File: src/design/tcp_pkg.sv
`default_nettype none

package tcp_pkg;

  // Widths of item fields and of configuration data
  localparam int COUNT_W    = 9;
  localparam int ERR_W      = 10;
  localparam int CFG_DATA_W = 16;

  // Configuration register indexes
  typedef logic [2:0] cfg_addr_t;
  localparam cfg_addr_t REG_USE_MATERIAL  = 3'd0;
  localparam cfg_addr_t REG_USE_AO        = 3'd1;
  localparam cfg_addr_t REG_USE_LIGHT_MAP = 3'd2;
  localparam cfg_addr_t REG_AO_RATE       = 3'd3;
  localparam cfg_addr_t REG_LIGHT_GAIN    = 3'd4;
  localparam cfg_addr_t REG_LIGHT_CONST   = 3'd5;

  // Item commands
  localparam logic CMD_LOAD  = 1'b0;
  localparam logic CMD_PIXEL = 1'b1;

  // Starting distance, above the largest possible sum of 3 * 255
  localparam logic [ERR_W-1:0] ERR_INIT = '1;

  // Configuration register reset values
  localparam logic [8:0]  AO_RATE_RST    = 9'd256;
  localparam logic [15:0] LIGHT_GAIN_RST = 16'd256;

  typedef struct packed {
    logic        use_material;
    logic        use_ao;
    logic        use_light_map;
    logic [8:0]  ao_rate;
    logic [15:0] light_gain;
    logic [7:0]  light_const;
  } cfg_t;

  // One item moving along the cell chain
  typedef struct packed {
    logic               valid;
    logic               cmd;
    logic [7:0]         code;
    logic [7:0]         red;
    logic [7:0]         green;
    logic [7:0]         blue;
    logic [COUNT_W-1:0] count;      // load: target slot; pixel: entries visible
    logic [ERR_W-1:0]   best_err;
    logic [7:0]         best_code;
    logic [7:0]         out_green;
    logic [7:0]         out_blue;
  } token_t;

  function automatic logic [7:0] absdiff(input logic [7:0] a, input logic [7:0] b);
    return (a >= b) ? (a - b) : (b - a);
  endfunction

endpackage

`default_nettype wire

File: src/design/tcp_cell.sv
`default_nettype none

module tcp_cell #(
  parameter int INDEX = 0
) (
  input  wire logic            clk,
  input  wire logic            rst,
  input  wire logic            adv,
  input  wire tcp_pkg::token_t tok_in,
  output tcp_pkg::token_t      tok_out
);
  import tcp_pkg::*;

  // Table entry held by this cell
  logic [7:0]       e_code;
  logic [7:0]       e_red;
  logic [7:0]       e_green;
  logic [7:0]       e_blue;
  logic             is_pixel;
  logic             in_use;
  logic [ERR_W-1:0] err;
  token_t           tok_next;

  assign is_pixel = tok_in.valid && (tok_in.cmd == CMD_PIXEL);
  assign in_use   = COUNT_W'(INDEX) < tok_in.count;
  assign err      = ERR_W'(absdiff(tok_in.red, e_red))
                  + ERR_W'(absdiff(tok_in.green, e_green))
                  + ERR_W'(absdiff(tok_in.blue, e_blue));

  // Keep the closer entry; ties keep the earlier one
  always_comb begin
    tok_next = tok_in;
    if (is_pixel && in_use && (err < tok_in.best_err)) begin
      tok_next.best_err  = err;
      tok_next.best_code = e_code;
    end
  end

  // Capture a load addressed to this slot
  always_ff @(posedge clk) begin
    if (adv && tok_in.valid && (tok_in.cmd == CMD_LOAD) &&
        (tok_in.count == COUNT_W'(INDEX))) begin
      e_code  <= tok_in.code;
      e_red   <= tok_in.red;
      e_green <= tok_in.green;
      e_blue  <= tok_in.blue;
    end
  end

  // Hand the item to the next cell
  always_ff @(posedge clk) begin
    if (rst) begin
      tok_out.valid <= 1'b0;
    end else if (adv) begin
      tok_out <= tok_next;
    end
  end

endmodule

`default_nettype wire

File: config.mk
export PLATFORM = sky130hd
export DESIGN_NAME = tcp_cell
export DESIGN_NICKNAME = d
export VERILOG_FILES = /design/src/design/tcp_pkg.sv /design/src/design/tcp_cell.sv
export SDC_FILE = /design/constraint.sdc
export NUM_CORES = 1
export LEC_CHECK = 0
export BUFFER_PORTS_ARGS = -buffer_cell sky130_fd_sc_hd__buf_2
export CAP_MARGIN = 20
export CORE_MARGIN = 4
export CORE_UTILIZATION = 54
export DETAILED_ROUTE_END_ITERATION = 7
export GPL_ROUTABILITY_DRIVEN = 0
export PLACE_DENSITY = 0.77
export SYNTH_ARGS = -nofsm -noshare
export SYNTH_HDL_FRONTEND = slang
export SYNTH_SLANG_ARGS = --single-unit
File: constraint.sdc
create_clock -name clk -period 8 [get_ports clk]
set_clock_uncertainty 0.15 [all_clocks]
set_input_delay 0.8 -clock clk [delete_from_list [all_inputs] [get_ports clk]]
set_output_delay 0.8 -clock clk [all_outputs]
set_load 0.02 [all_outputs]
==> impl_results.md, run 1 <==
- Post CTS Setup Buffer Count: 0
- Global route hottest layer: met2
- Via count: 4167
- Worst slew pin tran: 0.958 ns
- Congestion Overflow GR: 0
- Post-CTS Hold Buffers: 0
- P per Cell Area: 212 nW/um2
- Initial DRC count: 252
- Drt drc: 0
- Reg-to-reg endpoint: tok_out[16]
- CP Launch Type: input port
- Reg2reg start: e_green[0]
- Clk sinks: 109
- # IOs: 157
- WP data arrival: 6.50 ns
- Reg2Reg Setup Slack: 1.69 ns
- Max-slew violations: 0
- Unrepaired setup endpoints after global routing: no
- Synthesized flop and latch total: 109
- Synth Instances: 477
- Worst Hold Endpoint: tok_out[76]
- Per-cell routed wire length: 16.3 um
- Syn_nets: 633
- First-pass GRT wire length: 20600 um
- MaxCap Viol Count: 0
- Die area: 13300 um2
- Setup CP Type: input port to flip-flop
- Core area: 11000 um2
- Slew margin rel.: 36.1%
- Final ANT Viol Nets: 0
- CP required: 7.95 ns
- Setup TNS: 0 ns
- Rows: 38
- R2R cell count: 20
- Status: complete, no violations
- Total CTS buffers: 9
- Post-DP HPWL: 9870 um
- Root buf cell: clkbuf_16
- Peak Freq: 153 MHz
- Tot GR Track Use: 19.7%
- Starting Density: 56.3%
- Vias in the first global route: 4209
- Via density: 5.36
- Final period util: 81.8%
- Final Critical Period: 6.54 ns
- Share of cells above drive strength 1: 31.8%
- Commonest non-fill, non-tap cells in the layout: buf_2 (156), edfxtp_1 (108), inv_1 (76)
- Final Hold Fails: 0
- 1st-pass router iterations: 7
- CTS tree: done
- Global-route met1 utilization: 25.4%
- Nets: 789
- Drt total wl: 12700 um
- CP endpoint kind: flip-flop
- GRT met3 Usage: 5.89%
- Largest net degree at the start of global routing: 77
- Post-Synthesis Cell Area: 6210 um2
- Most common cell after layout, fill and taps aside: buf_2
- Clock Path Buffers: 2
- PortBufs: 156
- Area growth, synth to finish: 19.2%
- Inst Count DP: 762
- M2 GR Usage: 32.6%
- Synthesized area per cell: 13.0 um2
- Clock Latency Late Sink: 0.35 ns
- Antenna violations before repair: 0
- Non-Filler Instances: 778
- Die H: 115 um
- Max VDD drop: 0.000141 V
- Die X: 115 um
- Seq/Total Area, Yosys: 52.5%
- Worst Hold Path Cells: 2
- Yosys cell types: 40
- Hold_sp: tok_out[76]
- PostCTS Resize Cnt: 0
- H-Tree Depth: 3
- Max Fanout on Critical Path: 18
- Worst hold-check path type: flip-flop to flip-flop
- Final setup fails: 0
- Fill cell count: 800
- Ant. Diodes: 0
- Static Leak: 3.40 nW
- Clock transition at the registers of the reported paths: 0.07 ns
- Synth warn: 0
==> cells by family after synthesis <==
| kind of cell | after synthesis | share of synthesized area [%] |
|---|---|---|
| fa+ha+maj | 76 | 17.1 |
| mux | 40 | 6.87 |
| xor+xnor | 22 | 3.10 |
| simple gates | 51 | 4.59 |
| compound gates | 90 | 10.1 |
| buf+inv | 89 | 5.72 |
| flops | 109 | 52.5 |
==> stage by stage <==
stage          instance area (um2)  utilization, %  power, mW  hold slack, ns  worst slack (ns)
3_5_place_dp                  7130            64.6       1.17           0.346              1.08
5_1_grt                       7400            67.1       1.67           0.375              1.13
4_1_cts                       7400            67.1       1.58           0.358              1.45
3_3_place_gp                  7130            64.6       1.15           0.342              1.28
6_report                      7400            67.1       1.57           0.361              1.46
2_1_floorplan                 6210               -       1.04           0.373              1.73
==> state kept, by name, summed over array words and instances, names as in the netlist <==
| signal | flops |
|---|---|
| tok_out | 77 |
| e_red | 8 |
| e_blue | 8 |
| e_green | 8 |
| e_code | 8 |
==> where the power goes <==
group	total [mW]	internal, mW	switching [mW]
combinational	0.476	0.205	0.271
sequential	0.675	0.667	0.00743
clock	0.417	0.222	0.195
==> cells in the mapped netlist (all sizes together) <==
| cell | n | share of area [%] |
|---|---|---|
| nand4 | 9 | 0.91 |
| o21ai | 7 | 0.56 |
| nor2 | 3 | 0.18 |
| o211ai | 1 | 0.12 |
| nor2b | 2 | 0.20 |
| nand3 | 7 | 0.56 |
| o21bai | 3 | 0.36 |
| nand4b | 2 | 0.28 |
| o21ba | 1 | 0.16 |
| mux2 | 21 | 3.8 |
| xor2 | 12 | 1.7 |
| nor4 | 1 | 0.10 |
| fa | 15 | 4.8 |
| inv | 76 | 4.6 |
| a21oi | 32 | 2.6 |
| nor3 | 2 | 0.16 |
| clkbuf | 6 | 0.36 |
| and3b | 1 | 0.14 |
| o21a | 1 | 0.12 |
| a21o | 21 | 2.6 |
| ha | 61 | 12 |
| edfxtp | 108 | 52 |
| nand3b | 6 | 0.72 |
| nand2b | 2 | 0.20 |
| xnor2 | 10 | 1.4 |
| dfxtp | 1 | 0.32 |
| a211oi | 12 | 2.1 |
| nand2 | 13 | 0.79 |
| buf | 7 | 0.77 |
| and2 | 2 | 0.20 |
| a31oi | 12 | 1.4 |
| and4 | 1 | 0.14 |
| mux2i | 19 | 3.1 |
==> critical path, stage by stage <==
cell      delay [ns]
buf_2           0.12
inv_1           0.05
ha_1            0.16
inv_1           0.06
fa_1            0.39
nand3_1         0.11
a31oi_1         0.14
a211oi_4        0.48
mux2_2          0.42
fa_1            0.46
ha_1            0.24
fa_1            0.42
a211oi_1        0.23
o21bai_1        0.13
o21ba_2         0.22
o21a_1          0.18
ha_1            0.29
and4_1          0.25
a211oi_2        0.22
o211ai_1        0.14
a31oi_4         0.56
mux2_2          0.41
==> worst max path at each step <==
| stage | start | end | slack (ns) | depth (start not counted) |
|---|---|---|---|---|
| after floorplan | tok_in[59] | tok_out[23] | 1.73 | 22 |
| after global placement | tok_in[51] | tok_out[22] | 1.28 | 22 |
| after detailed placement | tok_in[51] | tok_out[22] | 1.08 | 22 |
| after CTS | tok_in[51] | tok_out[23] | 1.45 | 22 |
| after global routing | tok_in[56] | tok_out[18] | 1.13 | 20 |
| final | tok_in[51] | tok_out[16] | 1.46 | 22 |
==> layer usage <==
metal	vias up	routed length (um)
met5	-	0
met4	0	176
met3	15	1170
met2	171	5960
met1	1966	5350
li1	2015	-
==> area by class of cell <==
type | count | area (um2) | area share (%)
flip-flops and latches | 109 | 3260 | 44.1
multi-input cells | 279 | 2610 | 35.2
repair buffers | 158 | 796 | 10.7
inverters | 76 | 285 | 3.85
clock buffers | 12 | 246 | 3.33
well taps | 140 | 175 | 2.37
clock inverters | 4 | 31.3 | 0.422
Power figures use the tool's default switching activity.
==> inputs of run 2 (changes only) <==
- ABC_AREA: default -> 1
- CORE_UTILIZATION: 54 -> 55
- clock period: 8 -> 6.3 ns (I/O delays scaled with it)
==> impl_results.md, run 2 <==
- Status: complete, no violations
- Final period util: 79.1%
- First-pass GRT wire length: 24100 um (+17%)
- PostCTS Resize Cnt: 0 (unchanged)
- Die X: 121 um (+4.7%)
- Die area: 14600 um2 (+9.5%)
- CTS tree: done
- H-Tree Depth: 3 (unchanged)
- Most common cell after layout, fill and taps aside: nand2_1
- Commonest non-fill, non-tap cells in the layout: nand2_1 (276), buf_2 (156), inv_1 (148)
- Unrepaired setup endpoints after global routing: no
- Ys flop type: edfxtp_1
- Max-slew violations: 0 (unchanged)
- Die H: 121 um (+4.7%)
- Synth warn: 0 (unchanged)
- Largest net degree at the start of global routing: 77 (unchanged)
- Reg-to-reg endpoint: tok_out[22]
- Hold_sp: tok_in[3]
- Final Hold Fails: 0 (unchanged)
- Post-DP HPWL: 11300 um (+15%)
- Synthesized area per cell: 8.83 um2 (-32%)
- Per-cell routed wire length: 13.0 um (-20%)
- Antenna violations before repair: 0 (unchanged)
- Number of synthesized flops with an enable pin: 108 (unchanged)
- Largest reg by FF count: tok_out
- Clock Path Buffers: 2 (unchanged)
- R2R cell count: 29 (+45%)
- Clk sinks: 109 (unchanged)
- Total CTS buffers: 9 (unchanged)
- Via density: 4.86 (-9.3%)
- # IOs: 157 (unchanged)
- CP required: 6.27 ns (-1.68 ns)
- Final instance area: 8230 um2 (+11%)
- Worst slew pin tran: 0.955 ns (-0.00317 ns)
- Congestion Overflow GR: 0 (unchanged)
- 1st-pass router iterations: 4 (-3)
- DP Worst Slack: 0.908 ns (-0.167 ns)
- Setup CP Type: input port to flip-flop
- Post CTS Setup Buffer Count: 0 (unchanged)
- Worst Hold Endpoint: tok_out[3]
- Peak Freq: 201 MHz
- Clock transition at the registers of the reported paths: 0.08 ns (about the same)
- Static Leak: 4.26 nW (+25%)
- Slew margin rel.: 36.3% (+0.21 points)
- Via count: 5456 (+31%)
- Max Fanout on Critical Path: 18 (unchanged)
- Clock Latency Late Sink: 0.36 ns (about the same)
- CP Launch Type: input port
- Share of cells above drive strength 1: 20.9% (-11 points)
- Syn_nets: 946 (+49%)
- Post-CTS Hold Buffers: 0 (unchanged)
- Vias in the first global route: 5311 (+26%)
- CP endpoint kind: flip-flop
- Post-Synthesis Cell Area: 6980 um2 (+12%)
- PortBufs: 156 (unchanged)
- Placed cell areas: 7930 um2 (+11%)
- Rows: 40 (+5.3%)
- CP max stage delay: 0.47 ns (-0.09 ns)
- Fin worst setup slack: 1.32 ns (-0.142 ns)
- Crit-path most repeated cell: nand2_1
- Final Critical Period: 4.98 ns
- Synth Instances: 790 (+66%)
- Worst hold-check path type: input port to flip-flop
- P per Cell Area: 245 nW/um2 (+16%)
- Synth cell count leaders: nand2_1 (276), inv_1 (148), edfxtp_1 (108)
- Synth top area share: 46.5% (-5.7 points)
- Tot GR Track Use: 20.6% (+0.85 points)
- Reg2Reg Setup Slack: 1.39 ns (-0.30 ns)
- Post-synth top area cell: edfxtp_1
- Drt total wl: 14500 um (+15%)
- Dominant cells by area after synthesis: edfxtp_1 (46%), nand2_1 (15%), ha_1 (11%)
- Seq/Total Area, Yosys: 46.8% (-5.8 points)
- Core area: 12200 um2 (+11%)
- Nets: 1106 (+40%)
- Max VDD drop: 0.000130 V (-7.7%)
- Final setup fails: 0 (unchanged)
- Ant. Diodes: 0 (unchanged)
- Drt drc: 0 (unchanged)
- Starting Density: 57.1% (+0.81 points)
- MaxCap Viol Count: 0 (unchanged)
- Reg2reg start: e_red[0]
- Max FFs per register: 77 (unchanged)
- Root buf cell: clkbuf_16
- Most frequent cell after synthesis: nand2_1
- Initial DRC count: 320 (+27%)
- WP data arrival: 4.95 ns (-1.55 ns)
- Synthesized flop and latch total: 109 (unchanged)
- Fraction of registers with async set/reset: 0% (unchanged)
- Yosys cell types: 30 (-25%)
- Setup TNS: 0 ns (unchanged)
- Worst Hold Path Cells: 1 (-1)
- Crit-path slowest cell: fa_1
- Final ANT Viol Nets: 0 (unchanged)
- Area growth, synth to finish: 18.0%
[run 2: cell count changes after synthesis, sizes merged, moves of 17 or more]
cell / before / now
mux2: 21 / 0
inv: 76 / 150
a21o: 21 / 4
nor2: 3 / 49
nand3: 7 / 42
mux2i: 19 / 0
nand2: 13 / 280
[run 2: kinds of logic after synthesis]
group,after synthesis,share of synthesized area [%]
AOI/OAI and AO/OA,39,3.23
DFF,109,46.8
xor gates and xnor gates,20,2.51
and+or+nand+nor,387,23.3
adders and majority gates,76,15.2
buffers and inverters,159,8.98
[run 2: worst max-delay path by stage]
stage          startpoint     endpoint  slack (ns)
6_report       tok_in[59]  tok_out[22]        1.32
2_1_floorplan  tok_in[59]  tok_out[26]        1.47
3_3_place_gp   tok_in[59]  tok_out[21]        1.09
3_5_place_dp   tok_in[51]  tok_out[31]        0.91
5_1_grt        tok_in[43]  tok_out[33]        0.88
4_1_cts        tok_in[51]  tok_out[31]        1.32
[run 2: final cells by class]
class	instances	area [um2]
sequential	109	3260
inverter	150	563
clock inverter	7	75.1
fill	1030	3980
multi-input combinational	522	3100
tap	168	210
timing repair buffer	158	796
clock buffer	9	225
[run 2: worst max-delay path: cells and delay by family]
| family | cells | cell delay, ns |
|---|---|---|
| buf+inv | 4 | 0.33 |
| fa+ha+maj | 6 | 1.95 |
| simple gates | 21 | 2.04 |
[run 2: layer usage]
layer  vias to the layer above  part of all wire (%)  global-route usage (%)  wire length, um
met5                         -                     0                       0                0
met4                         0                   1.5                    5.24              225
met3                        25                   7.5                    5.24             1090
met2                       191                    49                    35.9             7090
met1                      2426                    42                    25.6             6140
li1                       2814                     -                       -                -
[run 2: per-stage QoR]
| step | utilization [%] | power, mW | cells | hold slack [ns] |
|---|---|---|---|---|
| CTS | 67.4 | 2.04 | 1123 | 0.280 |
| global route | 67.4 | 2.16 | 1123 | 0.279 |
| floorplan | - | 1.31 | 790 | 0.337 |
| detailed placement | 65.0 | 1.47 | 1107 | 0.300 |
| finish | 67.4 | 2.02 | 1123 | 0.292 |
| global placement | 65.0 | 1.45 | 1107 | 0.299 |
[run 2: power by group]
group | switching [mW] | total (mW) | leakage (nW) | internal, mW
combinational | 0.380 | 0.597 | 3.11 | 0.217
sequential | 0.00822 | 0.854 | 1.01 | 0.846
clock | 0.286 | 0.569 | 0.145 | 0.283
total | 0.673 | 2.02 | 4.26 | 1.35
