## config.mk

```make
export PLATFORM = sky130hd
export DESIGN_NAME = tcp_tail_flat
export DESIGN_NICKNAME = d
export VERILOG_FILES = /design/src/design/tcp_pkg.sv /design/src/design/tcp_if.sv /design/src/design/tcp_tail.sv /design/src/flat_wrapper.sv
export SDC_FILE = /design/constraint.sdc
export NUM_CORES = 1
export LEC_CHECK = 0
export BUFFER_PORTS_ARGS = -buffer_cell sky130_fd_sc_hd__buf_2
export CAP_MARGIN = 5
export CORE_ASPECT_RATIO = 1.75
export CORE_MARGIN = 4
export CORE_UTILIZATION = 27
export CTS_BUF_LIST = sky130_fd_sc_hd__clkbuf_8
export DETAILED_ROUTE_END_ITERATION = 8
export PLACE_DENSITY = 0.87
export SLEW_MARGIN = 10
export SYNTH_ARGS = -nofsm -noshare
export SYNTH_HDL_FRONTEND = slang
export SYNTH_SLANG_ARGS = --single-unit
```

## constraint.sdc

```tcl
create_clock -name clk -period 2.05 [get_ports clk]
set_input_delay 0.1025 -clock clk [delete_from_list [all_inputs] [get_ports clk]]
set_output_delay 0.1025 -clock clk [all_outputs]
set_load 0.01 [all_outputs]
```

## src/design/tcp_pkg.sv

```systemverilog
`default_nettype none

package tcp_pkg;

  // Widths of item fields and of configuration data
  localparam int COUNT_W    = 9;
  localparam int ERR_W      = 10;
  localparam int CFG_DATA_W = 16;

  // Configuration register indexes
  typedef logic [2:0] cfg_addr_t;
  localparam cfg_addr_t REG_USE_MATERIAL  = 3'd0;
  localparam cfg_addr_t REG_USE_AO        = 3'd1;
  localparam cfg_addr_t REG_USE_LIGHT_MAP = 3'd2;
  localparam cfg_addr_t REG_AO_RATE       = 3'd3;
  localparam cfg_addr_t REG_LIGHT_GAIN    = 3'd4;
  localparam cfg_addr_t REG_LIGHT_CONST   = 3'd5;

  // Item commands
  localparam logic CMD_LOAD  = 1'b0;
  localparam logic CMD_PIXEL = 1'b1;

  // Starting distance, above the largest possible sum of 3 * 255
  localparam logic [ERR_W-1:0] ERR_INIT = '1;

  // Configuration register reset values
  localparam logic [8:0]  AO_RATE_RST    = 9'd256;
  localparam logic [15:0] LIGHT_GAIN_RST = 16'd256;

  typedef struct packed {
    logic        use_material;
    logic        use_ao;
    logic        use_light_map;
    logic [8:0]  ao_rate;
    logic [15:0] light_gain;
    logic [7:0]  light_const;
  } cfg_t;

  // One item moving along the cell chain
  typedef struct packed {
    logic               valid;
    logic               cmd;
    logic [7:0]         code;
    logic [7:0]         red;
    logic [7:0]         green;
    logic [7:0]         blue;
    logic [COUNT_W-1:0] count;      // load: target slot; pixel: entries visible
    logic [ERR_W-1:0]   best_err;
    logic [7:0]         best_code;
    logic [7:0]         out_green;
    logic [7:0]         out_blue;
  } token_t;

  function automatic logic [7:0] absdiff(input logic [7:0] a, input logic [7:0] b);
    return (a >= b) ? (a - b) : (b - a);
  endfunction

endpackage

`default_nettype wire

```

## src/design/tcp_if.sv

```systemverilog
`default_nettype none


// Output channel: packed RGB result
interface tcp_out_if;
  logic       valid;
  logic       ready;
  logic [7:0] out_red;
  logic [7:0] out_green;
  logic [7:0] out_blue;

  modport source(output valid, out_red, out_green, out_blue, input ready);
  modport sink(input valid, out_red, out_green, out_blue, output ready);
  modport mon(input valid, ready, out_red, out_green, out_blue);
endinterface

`default_nettype wire

```

## src/design/tcp_tail.sv

```systemverilog
`default_nettype none

module tcp_tail (
  input  wire logic            clk,
  input  wire logic            rst,
  input  wire tcp_pkg::cfg_t   cfg,
  input  wire tcp_pkg::token_t tok,
  output logic                 adv,
  tcp_out_if.source            out_ch
);
  import tcp_pkg::*;

  logic is_pixel;

  assign is_pixel = tok.valid && (tok.cmd == CMD_PIXEL);
  // Stall the chain only when a pixel would overwrite a waiting result
  assign adv      = !(out_ch.valid && !out_ch.ready && is_pixel);

  // Set, hold or drop the output valid
  always_ff @(posedge clk) begin
    if (rst) begin
      out_ch.valid <= 1'b0;
    end else if (adv && is_pixel) begin
      out_ch.valid <= 1'b1;
    end else if (out_ch.ready) begin
      out_ch.valid <= 1'b0;
    end
  end

  // Load the result registers
  always_ff @(posedge clk) begin
    if (adv && is_pixel) begin
      out_ch.out_red   <= cfg.use_material ? tok.best_code : 8'd0;
      out_ch.out_green <= tok.out_green;
      out_ch.out_blue  <= tok.out_blue;
    end
  end

endmodule

`default_nettype wire

```

## src/flat_wrapper.sv

```systemverilog
// flat-port wrapper written by rule: the top's interface ports become plain ports
module tcp_tail_flat import tcp_pkg::*;
  (clk, rst, cfg, tok, adv, out_ch_valid, out_ch_out_red, out_ch_out_green, out_ch_out_blue, out_ch_ready);
  tcp_out_if out_ch_i ();
  input  wire logic clk;
  input  wire logic rst;
  input  wire tcp_pkg::cfg_t cfg;
  input  wire tcp_pkg::token_t tok;
  output logic adv;
  output wire logic [$bits(out_ch_i.valid)-1:0] out_ch_valid;
  output wire logic [$bits(out_ch_i.out_red)-1:0] out_ch_out_red;
  output wire logic [$bits(out_ch_i.out_green)-1:0] out_ch_out_green;
  output wire logic [$bits(out_ch_i.out_blue)-1:0] out_ch_out_blue;
  input wire logic [$bits(out_ch_i.ready)-1:0] out_ch_ready;
  assign out_ch_valid = out_ch_i.valid;
  assign out_ch_out_red = out_ch_i.out_red;
  assign out_ch_out_green = out_ch_i.out_green;
  assign out_ch_out_blue = out_ch_i.out_blue;
  assign out_ch_i.ready = out_ch_ready;
  tcp_tail u_core (.clk(clk), .rst(rst), .cfg(cfg), .tok(tok), .adv(adv), .out_ch(out_ch_i));
endmodule
```

==> results of run 1 <==
==> final cells by class <==
class	instances	area, um2
clock buffers	3	41.3
repair buffers	63	353
flip-flops and latches	25	741
clock inverters	1	3.75
multi-input cells	14	82.6
well taps	28	35.0
fillers	275	1670
==> layer usage <==
metal	global-route usage (%)	vias up	part of all wire [%]
met3	5.50	4	17
li1	-	276	-
met1	9.45	225	43
met2	10.6	57	37
met4	7.48	0	3.3
met5	0	-	0
==> registers in the layout (all words and copies together) (netlist names) <==
register                 cells
u_core.out_ch.out_green      8
u_core.out_ch.out_red        8
u_core.out_ch.valid          1
u_core.out_ch.out_blue       8
==> where the power goes <==
part	switching, mW	internal, mW	leakage, nW
Combinational	0.0419	0.0486	0.282
Clock	0.133	0.134	0.0269
Sequential	0.00539	0.586	0.234
Total	0.180	0.768	0.543
==> per-stage QoR <==
| step | util [%] | total power, mW | cell area, um2 |
|---|---|---|---|
| floorplan | - | 0.632 | 821 |
| global placement | 39.0 | 0.681 | 1140 |
| detailed placement | 39.0 | 0.685 | 1140 |
| CTS | 40.9 | 0.955 | 1200 |
| global route | 42.9 | 1.00 | 1260 |
| finish | 42.9 | 0.949 | 1260 |
==> path summary, 6_finish.rpt <==
check | depth (start not counted) | slack, ns | endpoint | startpoint
setup / recovery | 3 | 0.86 | u_core.out_ch.out_blue[6] | u_core.out_ch.valid
hold reg to reg | 2 | 0.49 | u_core.out_ch.valid | u_core.out_ch.valid
setup reg to reg | 3 | 0.86 | u_core.out_ch.out_blue[6] | u_core.out_ch.valid
hold / removal | 1 | 0.02 | u_core.out_ch.out_blue[7] | tok[7]
==> synth_stat cells <==
cell type	n	share of area (%)
nand2b_1	1	0.76
a21oi_1	1	0.61
and2_1	8	6.1
nor2_1	1	0.46
dfxtp_1	1	2.4
nand2_1	1	0.46
nand3_1	1	0.61
nor2b_1	1	0.76
edfxtp_1	24	88
==> cells by family (layout without fill, tap and decap cells) <==
group | count (synthesis) | count (layout) | synth area share (%)
DFF | 25 | 25 | 90.2
and+or+nand+nor | 13 | 13 | 9.15
AOI/OAI and AO/OA | 1 | 1 | 0.609
buffers and inverters | 0 | 67 | 0
==> critical path: stages (launching register included) <==
cell,delay [ns]
dfxtp_1,0.33
nor2b_1,0.15
nor2_2,0.10
buf_4,0.28
==> results.yml, run 1 <==
placed_design:
  place_inst: 123
  gp_congestion: 0.718
  pre_cts_slack_ns: 0.877
  io_buffers: 55
clocking:
  cts-root-buf: "clkbuf_8"
  clk_path_buf_depth: 2
  post_cts_resized: 0
  clkTransAtPathRegs_ns: 0.08
  cts_num_sinks: 25
  ctsHoldBuffers: 1
  cts_htree_levels: 1
  clock_latency_ns: 0.26
  cts_tree: "built"
  cts_made_buffers: 3
  post_cts_buffers: 0
critical_path:
  endpoint_kind: "flop"
  cp-start-kind: "flop"
  cp.arrival_ns: 1.14
  crit_fanout: 24
  worstSetupPathType: "reg2reg"
  required_ns: 1.99
die:
  ios: 142
  dieWidth_um: 49.7
  initial_core_util_pct: 28.0
  core-area_um2: 2930
  die-area_um2: 4020
  dieHeight_um: 80.9
  rows: 26
sta:
  fmax_ghz: 0.839
  fin_crit_sh_pct: 58.2
  slew_headroom_pct: 81.4
  fin_tns_setup_ns: 0
  tightestPinTransition_ns: 0.278
  setup_slack_ns: 0.857
  fin_worst_skew_ns: 0.00419
  fin_hold_ws_ns: 0.0156
  slew_viol_final: 0
  setup-violations-final: 0
  hold_viol: 0
  grt_setup_unrepaired: "false"
  min_period_ns: 1.19
grt:
  antenna_found_initial: 0
  grt_pass1_wl_mm: 2.38
  track_usage_pct: 8.41
  grt-ovfl-total: 0
  grt_pass1_vias: 548
  grt_max_degree: 25
hold_path:
  hp-class: "in2reg"
yosys:
  yosysSeqAreaShare_pct: 90.2
  syn_nets: 155
  synth.cell_area_um2: 821
  synth_cells: 39
  yosysWarnings: 0
  synth_seq_cells: 25
  ys_types: 9
  syn-mean-instance-area_um2: 21.0
pwr:
  vdd_drop_max_v: 0.000231
  power_leakage_nw: 0.543
  p_per_area_nw_per_um2: 755
drt:
  drt_iter0_drc: 3
  wl_per_cell_um: 12.4
  drtPass1Iterations: 2
  drt-total-wl_mm: 1.66
  vias: 562
  drcViolationCount: 0
  viasPerCell: 4.19
  drtAntennaViolNets: 0
final_layout:
  drive_above_1_share_pct: 56.6
  diodes: 0
  final_common_cell: "buf_2"
  layout.nets: 223
  fin_cells: 134
  area_growth_pct: 53.0
  mostFrequentLayoutCells: "buf_2, edfxtp_1, and2_1"
flow_run:
  drv_cap: 0
run_status:
  status: "complete, no violations"
Note: power is estimated with default switching activity, not from simulation.
==> run 2, diff against run 1 <==
==> constraint.sdc (replaced) <==
create_clock -name clk -period 1.21 [get_ports clk]
set_input_delay 0.0605 -clock clk [delete_from_list [all_inputs] [get_ports clk]]
set_output_delay 0.0605 -clock clk [all_outputs]
set_load 0.01 [all_outputs]
==> run 2 against run 1 <==
Cell area increased by 10%. Clock power up 68%. Hold slack improved by 0.067 ns. Routed wire length rose by 4.3%. Via count up 6.6%. Combinational power increased by 110%. Clock skew decreased by 0.0034 ns. First-iteration DRC count increased to 2.7 times the previous value. Register-to-register slack worse by 0.67 ns. Utilization rose by 4.3 points. Critical path depth is the same. Largest cell class unchanged. Largest power group unchanged.
==> results.yml, run 2 (synthesis results as in run 1) <==
clocking:
  clkTransAtPathRegs_ns: 0.08
  clk_path_buf_depth: 2
  cts_tree: "built"
  cts-root-buf: "clkbuf_8"
  clock_latency_ns: 0.25
  cts_num_sinks: 25
  cts_made_buffers: 3
  cts_htree_levels: 1
  post_cts_buffers: 0
grt:
  grt_max_degree: 25
  antenna_found_initial: 0
  grt-ovfl-total: 0
  grt_pass1_vias: 650
  track_usage_pct: 8.61
  grt_pass1_wl_mm: 2.75
critical_path:
  r2r_slack_ns: 0.19
  worstSetupPathType: "reg2out"
  cp.arrival_ns: 0.99
  endpoint_kind: "output pin"
  cp-start-kind: "flop"
  required_ns: 1.15
  crit_fanout: 3
die:
  rows: 26
  core-area_um2: 2930
  dieWidth_um: 49.7
  initial_core_util_pct: 28.0
  die-area_um2: 4020
  ios: 142
  dieHeight_um: 80.9
drt:
  drcViolationCount: 0
  drt-total-wl_mm: 1.73
  drtAntennaViolNets: 0
  vias: 599
  wl_per_cell_um: 12.0
  drt_iter0_drc: 8
  viasPerCell: 4.16
  drtPass1Iterations: 2
final_layout:
  fin_cells: 144
  reg_top3: "u_core.out_ch.out_blue: 8 flops, u_core.out_ch.out_green: 8 flops, u_core.out_ch.out_red: 8 flops"
  layout.nets: 233
  drive_above_1_share_pct: 53.4
  diodes: 0
  area_growth_pct: 68.4
  final_core_util_pct: 47.2
  mostFrequentLayoutCells: "buf_2, edfxtp_1, dlygate4sd3_1"
  fin_area_um2: 1380
  final_common_cell: "buf_2"
run_status:
  status: "complete, no violations"
flow_run:
  drv_cap: 0
sta:
  fmax_ghz: 0.954
  fin_crit_sh_pct: 86.6
  min_period_ns: 1.05
  setup_slack_ns: 0.162
  fin_worst_skew_ns: 0.000808
  slew_viol_final: 0
  slew_headroom_pct: 91.6
  setup-violations-final: 0
  tightestPinTransition_ns: 0.126
  fin_hold_ws_ns: 0.0829
  grt_setup_unrepaired: "false"
  fin_tns_setup_ns: 0
  hold_viol: 0
pwr:
  p_per_area_nw_per_um2: 1190
  vdd_drop_max_v: 0.000731
  power_leakage_nw: 0.590
  total_power_mw: 1.64
placed_design:
  gp_congestion: 0.639
  hpwl_mm: 1.27
  place_area_um2: 1170
  pre_cts_slack_ns: 0.185
  io_buffers: 55
  place_inst: 123
hold_path:
  hp-class: "in2reg"
## run 2: area by class of cell
type	instances	area, um2
multi-input combinational	14	95.1
clock inverter	1	3.75
tap	28	35.0
sequential	25	742
clock buffer	3	41.3
fill	270	1550
timing repair buffer	73	465
## run 2: routing by layer
| metal | wire [um] | global-route usage (%) | vias to the layer above |
|---|---|---|---|
| met5 | 0 | 0 | - |
| met4 | 0 | 1.66 | 0 |
| met3 | 216 | 2.39 | 0 |
| met2 | 807 | 15.6 | 47 |
| met1 | 705 | 10.0 | 256 |
| li1 | - | - | 296 |
## run 2: timing repair
| item | CTS | global route |
|---|---|---|
| resized for setup | 0 | 0 |
| hold endpoints to repair | 17 | 0 |
| hold buffers | 17 | 0 |
## run 2: path summary, 6_finish.rpt
kind | start | end | cells past startpoint
setup / recovery | u_core.out_ch.valid | adv | 3
setup reg to reg | u_core.out_ch.valid | u_core.out_ch.out_green[0] | 3
hold / removal | tok[17] | u_core.out_ch.out_red[1] | 2
hold reg to reg | u_core.out_ch.valid | u_core.out_ch.valid | 2
## run 2: worst max-delay path, stage by stage (launching register included)
cell and delay [ns]:
dfxtp_2 0.34, nor2b_4 0.17, nand3_1 0.09, buf_2 0.14
## run 2: where the power goes
group	switching, mW	internal [mW]	total, mW
Combinational	0.0784	0.111	0.189
Clock	0.223	0.226	0.448
Sequential	0.00855	0.993	1.00
==> run 3, diff against run 2 <==
--- a/config.mk
+++ b/config.mk
@@ -9,10 +9,11 @@
 export CAP_MARGIN = 5
 export CORE_ASPECT_RATIO = 1.75
 export CORE_MARGIN = 4
-export CORE_UTILIZATION = 27
+export CORE_UTILIZATION = 29
 export CTS_BUF_LIST = sky130_fd_sc_hd__clkbuf_8
 export DETAILED_ROUTE_END_ITERATION = 8
-export PLACE_DENSITY = 0.87
+export MAX_ROUTING_LAYER = met4
+export PLACE_DENSITY = 0.92
 export SLEW_MARGIN = 10
 export SYNTH_ARGS = -nofsm -noshare
 export SYNTH_HDL_FRONTEND = slang
==> constraint.sdc (replaced) <==
create_clock -name clk -period 1.3 [get_ports clk]
set_input_delay 0.26 -clock clk [delete_from_list [all_inputs] [get_ports clk]]
set_output_delay 0.26 -clock clk [all_outputs]
set_load 0.01 [all_outputs]
==> run 3 against run 2 <==
Combinational power down 28%. Cell area down 12%. Non-clock buffer count down 16. Via count down 11%. Hold slack better by 0.050 ns. Clock skew up 0.0011 ns. Global-route usage about the same. Utilization down 2.4 points. Critical path type unchanged. Register-to-register slack worse by 0.06 ns. Worst setup slack worse by 0.090 ns.
==> results.yml, run 3 (synthesis results as in run 1) <==
pwr:
  p_switching_uw: 305
  vdd_drop_max_v: 0.000558
  pwr-share-clk_pct: 29.4
  power.internal_mw: 1.21
  p_per_area_nw_per_um2: 1240
  power_leakage_nw: 0.524
  total_power_mw: 1.51
  power_frac_seq_pct: 61.6
  power_switching_share_pct: 20.2
  combPwrFrac_pct: 9.1
critical_path:
  r2r_start: "u_core.out_ch.valid"
  ff2ff_path_depth: 4
  cp_slowest_cell: "dfxtp_2"
  cp-start-kind: "flop"
  cp.arrival_ns: 0.97
  slowest_delay_ns: 0.35
  required_ns: 1.04
  crit_chain: "nor2b_4 > nand3_1 > buf_2"
  worstSetupPathType: "reg2out"
  endpoint_kind: "output pin"
  crit_fanout: 3
  r2r_end: "u_core.out_ch.out_green[5]"
  r2r_slack_ns: 0.13
drt:
  drt-total-wl_mm: 1.65
  drtPass1Iterations: 2
  drt_iter0_drc: 14
  drtAntennaViolNets: 0
  wl_per_cell_um: 13.0
  viasPerCell: 4.20
  drcViolationCount: 0
  vias: 534
hold_path:
  hp-class: "in2reg"
  hp-start: "rst"
  whs_endpoint: "u_core.out_ch.valid"
  whs_path_depth: 2
clocking:
  cts_tree: "built"
  cts-root-buf: "clkbuf_8"
  cts_num_sinks: 25
  clk_path_buf_depth: 2
  clkTransAtPathRegs_ns: 0.08
  clock_latency_ns: 0.26
  cts_made_buffers: 3
  cts_htree_levels: 1
die:
  core-area_um2: 2720
  ios: 142
  die-area_um2: 3780
  rows: 25
  initial_core_util_pct: 30.2
  dieWidth_um: 48.2
  dieHeight_um: 78.4
sta:
  slew_headroom_pct: 91.2
  min_period_ns: 1.23
  hold_viol: 0
  fmax_ghz: 0.814
  fin_tns_setup_ns: 0
  setup-violations-final: 0
  fin_crit_sh_pct: 94.5
  tightestPinTransition_ns: 0.132
  grt_setup_unrepaired: "false"
  slew_viol_final: 0
  fin_worst_skew_ns: 0.00189
grt:
  grt_pass1_vias: 492
  grt-ovfl-total: 0
  antenna_found_initial: 0
  grt_max_degree: 25
  track_usage_pct: 8.60
  grt_pass1_wl_mm: 2.20
placed_design:
  io_buffers: 55
  place_area_um2: 1160
  gp_congestion: 0.640
final_layout:
  mostFrequentLayoutCells: "buf_2, edfxtp_1, and2_1"
  layout.nets: 217
  diodes: 0
  fin_area_um2: 1220
  area_growth_pct: 48.6
  reg_top3: "u_core.out_ch.out_blue: 8 flops, u_core.out_ch.out_green: 8 flops, u_core.out_ch.out_red: 8 flops"
  drive_above_1_share_pct: 64.0
  final_common_cell: "buf_2"
flow_run:
  drv_cap: 0
run_status:
  status: "complete, no violations"
==> run 3: cell count changes in the layout (fill, tap and decap cells not counted) <==
cell,delta
dlygate4sd3_1,-17
buf_4,+1
clkinv_2,+1
inv_1,-1
==> run 3: worst max path at each step <==
stage	startpoint	depth (start not counted)	end	slack (ns)
3_5_place_dp	out_ch_ready	4	adv	0.21
5_1_grt	u_core.out_ch.valid	3	adv	0.01
4_1_cts	u_core.out_ch.valid	3	adv	0.01
3_3_place_gp	out_ch_ready	4	adv	0.22
6_report	u_core.out_ch.valid	3	adv	0.07
2_1_floorplan	u_core.out_ch.valid	2	u_core.out_ch.out_blue[0]	0.01
==> run 3: layout make-up <==
cell class              instances  area (um2)
repair buffers                 57         303
multi-input cells              14        95.1
clock buffers                   3        41.3
clock inverters                 1        5.00
well taps                      27        33.8
fillers                       247        1500
flip-flops and latches         25         742
==> run 3: power by group through the flow <==
stage          combinational, mW  sequential, mW  clock [mW]
5_1_grt                    0.152           0.936       0.485
4_1_cts                    0.138           0.932       0.460
3_5_place_dp               0.136           0.950           0
6_report                   0.137           0.932       0.445
2_1_floorplan             0.0260           0.972           0
3_3_place_gp               0.131           0.949           0
==> run 3: per-stage QoR <==
step	worst slack (ns)	hold slack (ns)	util [%]	instances
floorplan	0.0114	0.329	-	39
CTS	0.0124	0.132	44.5	126
finish	0.0717	0.132	44.8	127
global route	0.0120	0.130	44.8	127
global placement	0.219	0.415	42.5	122
detailed placement	0.209	0.424	42.5	122
==> run 3: metal layers <==
layer	global-route usage, %	share of wire, %	up-vias
met5	-	0	-
met4	4.85	2.1	0
met3	2.75	19	3
met2	12.3	43	47
met1	10.2	36	220
li1	-	-	264
==> run 3: critical path: cells and delay by family, from the launching register on <==
| kind | cells | cell delay [ns] |
|---|---|---|
| simple gates | 2 | 0.23 |
| buf+inv | 1 | 0.14 |
| flops | 1 | 0.35 |
==> run 3: repair_timing <==
item,CTS,global route
hold endpoints to repair,0,0
buffers inserted,0,1
hold buffers,0,0
resized for setup,2,1
endpoints found under the setup margin,1,1
